<file path="src/rtl/core/pcmgc_pkg.sv">
// Package for the PCM-to-integer gain converter.
// Holds format codes, register indexes and the product-stage record; no dependencies.
`default_nettype none

package pcmgc_pkg;

  typedef enum logic [2:0] {
    FMT_U8  = 3'd0,
    FMT_S16 = 3'd1,
    FMT_S24 = 3'd2,
    FMT_S32 = 3'd3,
    FMT_F32 = 3'd4
  } fmt_t;

  typedef enum logic [1:0] {
    REG_INPUT_FORMAT = 2'd0,
    REG_OUTPUT_WIDTH = 2'd1,
    REG_VOLUME_GAIN  = 2'd2
  } reg_idx_t;

  localparam int GAIN_W = 17;
  localparam int PROD_W = 49;   // 32-bit magnitude times 17-bit gain
  localparam int SH_W   = 10;   // signed binary exponent of the product

  localparam logic [2:0]        RST_INPUT_FORMAT = 3'd1;
  localparam logic              RST_OUTPUT_WIDTH = 1'b0;
  localparam logic [GAIN_W-1:0] RST_VOLUME_GAIN  = 17'd65536;

  // Product stage: magnitude times gain, plus what the scaling stage needs.
  typedef struct packed {
    logic [PROD_W-1:0]      prod;
    logic signed [SH_W-1:0] shift;     // result = prod * 2^shift
    logic                   neg;
    logic                   half16;    // 16-bit output range
    logic                   zero;      // force 0 (NaN, inf times zero gain, unused code)
    logic                   sat;       // force extreme (infinity)
    logic                   bypass;    // u8 path: take bypass_value as is
    logic [31:0]            bypass_value;
    logic                   last;
  } prod_t;

endpackage

`default_nettype wire

</file>
<file path="src/rtl/core/pcm_to_int_gain_converter.sv">
// PCM sample format converter with volume gain, top level.
// Depends on pcmgc_pkg for format codes, register indexes and the stage record.
`default_nettype none

//  channel   signals                                          direction
//  --------  -----------------------------------------------  ---------
//  sample    sample_valid, sample_stall, sample_in, last_in    in
//  result    result_valid, result_stall, sample_out, last_out  out
//  cfg       cfg_valid, cfg_ready, cfg_index, cfg_data         in
//
// One request per cycle, sustained while the result side does not stall. A request passes
// from its accepting edge to the output register through three registers: input,
// product (the one 32x17 multiplier) and result (shift and saturate).
// Reset (rst, synchronous) empties the pipe and loads the register defaults:
// s16 input, 32-bit output, unity gain. A stall on the result side holds the
// pipe only as far back as needed; empty stages keep filling meanwhile.

module pcm_to_int_gain_converter
  import pcmgc_pkg::*;
(
  input  wire logic              clk,
  input  wire logic              rst,
  // sample channel
  input  wire logic              sample_valid,
  output logic                   sample_stall,
  input  wire logic [31:0]       sample_in,
  input  wire logic              last_in,
  // result channel
  output logic                   result_valid,
  input  wire logic              result_stall,
  output logic signed [31:0]     sample_out,
  output logic                   last_out,
  // configuration channel
  input  wire logic              cfg_valid,
  output logic                   cfg_ready,
  input  wire logic [1:0]        cfg_index,
  input  wire logic [GAIN_W-1:0] cfg_data
);

  // ---------------------------------------------------------------------------
  // Configuration registers. Always ready; index 3 is ignored.
  // ---------------------------------------------------------------------------
  logic [2:0]        input_format;
  logic              output_width;
  logic [GAIN_W-1:0] volume_gain;

  assign cfg_ready = 1'b1;

  always_ff @(posedge clk) begin
    if (rst) begin
      input_format <= RST_INPUT_FORMAT;
      output_width <= RST_OUTPUT_WIDTH;
      volume_gain  <= RST_VOLUME_GAIN;
    end else if (cfg_valid && cfg_ready) begin
      case (cfg_index)
        REG_INPUT_FORMAT: input_format <= cfg_data[2:0];
        REG_OUTPUT_WIDTH: output_width <= cfg_data[0];
        REG_VOLUME_GAIN:  volume_gain  <= cfg_data;
        default: ;
      endcase
    end
  end

  // ---------------------------------------------------------------------------
  // Pipe control: each stage advances when the stage after it is free.
  // ---------------------------------------------------------------------------
  logic  in_valid;
  logic  prod_valid;
  logic  out_free;
  logic  prod_free;
  logic  in_free;

  assign out_free     = !result_valid || !result_stall;
  assign prod_free    = !prod_valid || out_free;
  assign in_free      = !in_valid || prod_free;
  assign sample_stall = !in_free;

  // ---------------------------------------------------------------------------
  // Stage 1: input register.
  // ---------------------------------------------------------------------------
  logic [31:0] in_sample;
  logic        in_last;

  always_ff @(posedge clk) begin
    if (rst) begin
      in_valid <= 1'b0;
    end else if (in_free) begin
      in_valid <= sample_valid;
    end
  end

  always_ff @(posedge clk) begin
    if (sample_valid && in_free) begin
      in_sample <= sample_in;
      in_last   <= last_in;
    end
  end

  // ---------------------------------------------------------------------------
  // Stage 2: decode the sample into sign, magnitude and binary exponent, then
  // multiply the magnitude by the gain. Integer formats sit at exponent -16
  // (the gain's fraction); floats carry exponent e - 150 - 16 + (w - 1).
  // ---------------------------------------------------------------------------
  logic [31:0]       int_val;
  logic [31:0]       int_mag;
  logic [7:0]        f_exp;
  logic [22:0]       f_frac;
  logic [7:0]        f_exp_eff;
  logic [23:0]       f_mant;
  logic [31:0]       mul_a;
  logic              w16;
  prod_t             prod_next;
  prod_t             prod;

  assign w16    = output_width;
  assign f_exp  = in_sample[30:23];
  assign f_frac = in_sample[22:0];

  always_comb begin
    // Integer formats, aligned to a two's complement 32-bit value.
    case (input_format)
      FMT_S16: int_val = w16 ? {{16{in_sample[15]}}, in_sample[15:0]}
                             : {in_sample[15:0], 16'd0};
      FMT_S24: int_val = w16 ? {{16{in_sample[23]}}, in_sample[23:8]}
                             : {in_sample[23:0], 8'd0};
      FMT_S32: int_val = w16 ? {{16{in_sample[31]}}, in_sample[31:16]}
                             : in_sample;
      default: int_val = 32'd0;
    endcase
    // Magnitude of the most negative value wraps to 2^31, which is right.
    int_mag = int_val[31] ? (32'd0 - int_val) : int_val;

    // Subnormals: exponent one, no hidden bit.
    f_exp_eff = (f_exp == 8'd0) ? 8'd1 : f_exp;
    f_mant    = (f_exp == 8'd0) ? {1'b0, f_frac} : {1'b1, f_frac};

    prod_next              = '0;
    prod_next.half16       = w16;
    prod_next.last         = in_last;
    prod_next.shift        = -10'sd16;
    mul_a                  = int_mag;

    case (input_format)
      FMT_U8: begin
        prod_next.bypass       = 1'b1;
        prod_next.bypass_value = w16
            ? {{16{~in_sample[7]}}, ~in_sample[7], in_sample[6:0], 8'd0}
            : {~in_sample[7], in_sample[6:0], 24'd0};
      end
      FMT_S16, FMT_S24, FMT_S32: begin
        prod_next.neg = int_val[31];
      end
      FMT_F32: begin
        mul_a           = {8'd0, f_mant};
        prod_next.neg   = in_sample[31];
        prod_next.shift = $signed({2'b00, f_exp_eff}) - 10'sd167
                          + (w16 ? 10'sd16 : 10'sd32);
        if (f_exp == 8'hFF) begin
          // NaN, or infinity times zero gain, gives zero; else infinity saturates.
          if (f_frac != 23'd0 || volume_gain == '0) prod_next.zero = 1'b1;
          else                                      prod_next.sat  = 1'b1;
        end
      end
      default: begin
        prod_next.zero = 1'b1;
      end
    endcase

    prod_next.prod = {{(PROD_W-32){1'b0}}, mul_a} * {{(PROD_W-GAIN_W){1'b0}}, volume_gain};
  end

  always_ff @(posedge clk) begin
    if (rst) begin
      prod_valid <= 1'b0;
    end else if (prod_free) begin
      prod_valid <= in_valid;
    end
  end

  always_ff @(posedge clk) begin
    if (in_valid && prod_free) begin
      prod <= prod_next;
    end
  end

  // ---------------------------------------------------------------------------
  // Stage 3: scale by 2^shift, truncate toward zero, saturate, apply sign; u8 takes its bypass value.
  // ---------------------------------------------------------------------------
  logic [31:0]            cap;
  logic [79:0]            left_val;
  logic [PROD_W-1:0]      right_val;
  logic [SH_W-1:0]        rshift;
  logic [31:0]            mag;
  logic signed [31:0]     result_next;

  always_comb begin
    // Negative range reaches one step further than positive.
    if (prod.half16) cap = prod.neg ? 32'h0000_8000 : 32'h0000_7FFF;
    else             cap = prod.neg ? 32'h8000_0000 : 32'h7FFF_FFFF;

    left_val  = {{(80-PROD_W){1'b0}}, prod.prod} << prod.shift[4:0];
    rshift    = 10'd0 - prod.shift;
    right_val = prod.prod >> rshift[5:0];

    if (prod.zero || prod.prod == '0) begin
      mag = 32'd0;
    end else if (prod.sat) begin
      mag = cap;
    end else if (!prod.shift[SH_W-1]) begin
      // Left shift: anything at or past 2^32 is out of range already.
      if (prod.shift >= 10'sd32 || left_val > {48'd0, cap}) mag = cap;
      else                                                  mag = left_val[31:0];
    end else begin
      if (rshift >= 10'd63)                                       mag = 32'd0;
      else if (right_val > {{(PROD_W-32){1'b0}}, cap})            mag = cap;
      else                                                        mag = right_val[31:0];
    end

    if (prod.bypass) result_next = prod.bypass_value;
    else             result_next = prod.neg ? (32'sd0 - $signed(mag)) : $signed(mag);
  end

  always_ff @(posedge clk) begin
    if (rst) begin
      result_valid <= 1'b0;
    end else if (out_free) begin
      result_valid <= prod_valid;
    end
  end

  always_ff @(posedge clk) begin
    if (prod_valid && out_free) begin
      sample_out <= result_next;
      last_out   <= prod.last;
    end
  end

endmodule

`default_nettype wire
</file>
<file path="config.mk">
export PLATFORM = sky130hd
export DESIGN_NAME = pcm_to_int_gain_converter
export DESIGN_NICKNAME = d
export VERILOG_FILES = /design/src/rtl/core/pcmgc_pkg.sv /design/src/rtl/core/pcm_to_int_gain_converter.sv
export SDC_FILE = /design/constraint.sdc
export NUM_CORES = 2
export LEC_CHECK = 0
export ABC_AREA = 1
export BUFFER_PORTS_ARGS = -buffer_cell sky130_fd_sc_hd__clkbuf_2
export CORE_MARGIN = 5
export CORE_UTILIZATION = 55
export DETAILED_ROUTE_END_ITERATION = 7
export PLACE_DENSITY_LB_ADDON = 0.15
export SLEW_MARGIN = 20
export SYNTH_ARGS = -nofsm -noshare
export SYNTH_HDL_FRONTEND = slang
export SYNTH_SLANG_ARGS = --single-unit
export TNS_END_PERCENT = 10
</file>
<file path="constraint.sdc">
create_clock -name clk -period 10.52 [get_ports clk]
set_input_delay 2.104 -clock clk [delete_from_list [all_inputs] [get_ports clk]]
set_output_delay 2.104 -clock clk [all_outputs]
set_load 0.005 [all_outputs]
</file>
==> metrics.md <==
| Metric | Value |
|---|---|
| Status | finished clean |
| RSZ-0062 raised after global routing | no |
| Initial DRC count | 3426 |
| CTS Buffer Depth | 2 |
| Post-CTS Setup Bufs | 0 |
| DRC viols | 0 |
| Largest net degree at the start of global routing | 66 |
| Commonest non-fill, non-tap cell in the layout | nand2_1 |
| Final hold violations | 0 |
| Ys Warns | 0 |
| RePlAce Congestion | 1.01 |
| DR vias/cell | 5.81 |
| Worst clock skew | 0.0210 ns |
| Number of flops mapped to enable cells by yosys | ~150 |
| GRT overflow | 0 |
| Final wirelength | 112000 um |
| TritonCTS clock tree | done |
| GRT met1 Usage | a little under half |
| Post-Syn Nets | 5494 |
| Num Clock Sinks | 171 |
| Core area | 61500 um2 |
| CP peak stage delay | 0.58 ns |
| H-tree depth | 4 |
| Tot GR Track Use | 33.2% |
| Worst Setup End Kind | flip-flop |
| Clock transition at path regs | 0.08 ns |
| Crit Path Category | flip-flop to flip-flop |
| Slew margin rel. | about a fifth |
| IO Port Bufs | 91 |
| Antenna viol nets, final | 0 |
| Most frequent cells in the layout | nand2_1 (1125), inv_1 (789), nor2_1 (524) |
| Final Max Tran Viols | 0 |
| Peak Freq | 102 MHz |
| Row cnt | 91 |
| Area grow syn2layout | 4.09% |
| Hpwl dp | 89200 um |
| N_diodes | 0 |
| I/O pin count | 93 |
| Leak | 0.0177 uW |
| VDD IR max | about 0.00017 V |
| Critical Path Most Common Cell | fa_1 |
| Synth Instances | between 4000 and 5000 |
| Initial Util | a little under three fifths |
| Die W | 259 um |
| Sequential share of the synthesized area | 14.4% |
| Non-filler cells, final | ~5500 |
| WL per Instance | 20.1 um |
| Hold buffers post-CTS | 0 |
| Met3 usage | 5.64% |
| Routed vias | 32200 |
| Crit-path max FO | 12 |
| Die footprint | 67000 um2 |
| TritonRoute pass-1 iters | 6 |
| Final #Nets | 5438 |
| Synth top area cells | fa_1 (26%), edfxtp_1 (13%), nand2_1 (12%), inv_1 (8.8%), nand3_1 (7.2%) |
| Synth cell types | 63 |
| Final period util | 93.2% |
| M2 GR Usage | 52.6% |
| Num CTS Buffers | 17 |
| Crit path max-delay family | adder cells |
| Proportion of layout cells with a drive suffix above 1 | 5.98% |
| Seq cells post-synth | between 150 and 200 |
| Cts repair resizes | 0 |
| WP data arrival | between 10 and 15 ns |
| Post-synth top area share | 26.4% |
| Slowest-stage cell, CP | fa_1 |
| DP Area | between 30000 and 40000 um2 |
| Setup TNS Final | 0 ns |
| Vias in the first global route | around 31000 |
| Post-synth ARST share | 0% |
| First-pass GRT wire length | between 150000 and 200000 um |
| Dpl cells | roughly 5500 |
| CTS Root Cell | clkbuf_16 |
| Syn_area_per_cell | between 7 and 8 um2 |
| Die Y | 259 um |
| Fin util | 57.7% |
| Worst-Margin Slew | 1.18 ns |
| Setup violators final | 0 |
| Startpoint types | flip-flop |
| Fin area | around 35000 um2 |
| Top_reg_cell synth | edfxtp_1 |
| Max Cap Viol | 0 |
| Clk_lat worst skew | 0.49 ns |
| Synth area leader | fa_1 |
| Final min period | slightly below 10 ns |
| Worst EP required | 10.74 ns |
| CP bufs+invs | 6 |
| Initial antenna violation count | 0 |
| Busiest grt layer | met2 |
| Power density over the cells | between 150 and 200 nW/um2 |
| Hold WC Path Type | flip-flop to flip-flop |
| Synthesized area | 34100 um2 |
## worst register-to-register path, delay by kind of cell, from the launching register on
family,cells,cell delay [ns]
AND/OR/NAND/NOR,14,2.28
XOR/XNOR,1,0.16
flip-flops,1,0.47
buffers and inverters,6,0.98
AO/OA/AOI/OAI,10,2.30
adder cells (fa/ha/maj),7,3.40
## registers in the layout, indices dropped and copies added, names as in the netlist
signal / flops
prod: 81
in_sample: 32
sample_out: 32
volume_gain: 17
input_format: 3
in_last: 1
in_valid: 1
last_out: 1
output_width: 1
prod_valid: 1
result_valid: 1
## per-layer routing
| layer | wire (um) | up-vias |
|---|---|---|
| li1 | - | 15000 |
| met4 | 5640 | 0 |
| met2 | 50000 | 1663 |
| met5 | 0 | - |
| met3 | 10600 | 309 |
| met1 | 45300 | 15200 |
## through the flow
step / total power [uW] / setup slack, ns / hold slack, ns
6_report: 5480 / 0.714 / 0.423
5_1_grt: 5980 / 0.0423 / 0.433
4_1_cts: 5460 / 0.340 / 0.424
3_3_place_gp: 4740 / 0.619 / 0.400
3_5_place_dp: 4780 / 0.370 / 0.405
2_1_floorplan: 3620 / 2.24 / 0.400
## synth_stat cells, types with 32 or more instances
| library cell | n |
|---|---|
| fa_1 | 450 |
| edfxtp_1 | 147 |
| ha_1 | 195 |
| o21ai_0 | 208 |
| clkbuf_1 | 106 |
| a21oi_1 | 163 |
| buf_2 | 67 |
| nand2_1 | 1125 |
| nand4_1 | 42 |
| nor3_1 | 44 |
| nand3_1 | 492 |
| inv_1 | 795 |
| o21ai_1 | 32 |
| nor2_1 | 525 |
## layout make-up
type | count | area, um2
Timing Repair Buffer | 156 | 943
Clock buffer | 18 | 439
Clock inverter | 14 | 174
Multi-Input combinational cell | 3564 | 24900
Sequential cell | 171 | 4900
Fill cell | 5983 | 26000
Inverter | 826 | 3100
Tap cell | 790 | 988
## logic make-up (layout without fill, tap and decap cells)
logic type / after synthesis / in the layout / share of synthesized area [%]
AO/OA/AOI/OAI: 507 / 507 / 8.23
buffers and inverters: 1057 / 1014 / 12.6
flip-flops: 171 / 171 / 14.4
AND/OR/NAND/NOR: 2346 / 2346 / 29.5
adder cells (fa/ha/maj): 645 / 645 / 33.6
multiplexers: 10 / 10 / 0.294
other: 1 / 1 / 0.0110
XOR/XNOR: 55 / 55 / 1.41
## power breakdown
| group | leakage [uW] | total, uW | switching, uW | internal, uW |
|---|---|---|---|---|
| Combinational | 0.0158 | 3800 | 2540 | 1260 |
| Clock | 0.000294 | 660 | 333 | 327 |
| Sequential | 0.00157 | 1020 | 106 | 917 |
| Total | 0.0177 | 5480 | 2980 | 2510 |
## path summary, 6_finish.rpt
check / from / cells past startpoint / end / slack [ns]
max: input_format[2] / 38 / prod[96] / 0.71
min: prod[0] / 0 / last_out / 0.42
max reg2reg: input_format[2] / 38 / prod[96] / 0.71
min reg2reg: prod[0] / 0 / last_out / 0.42
Power figures use the tool's default switching activity.
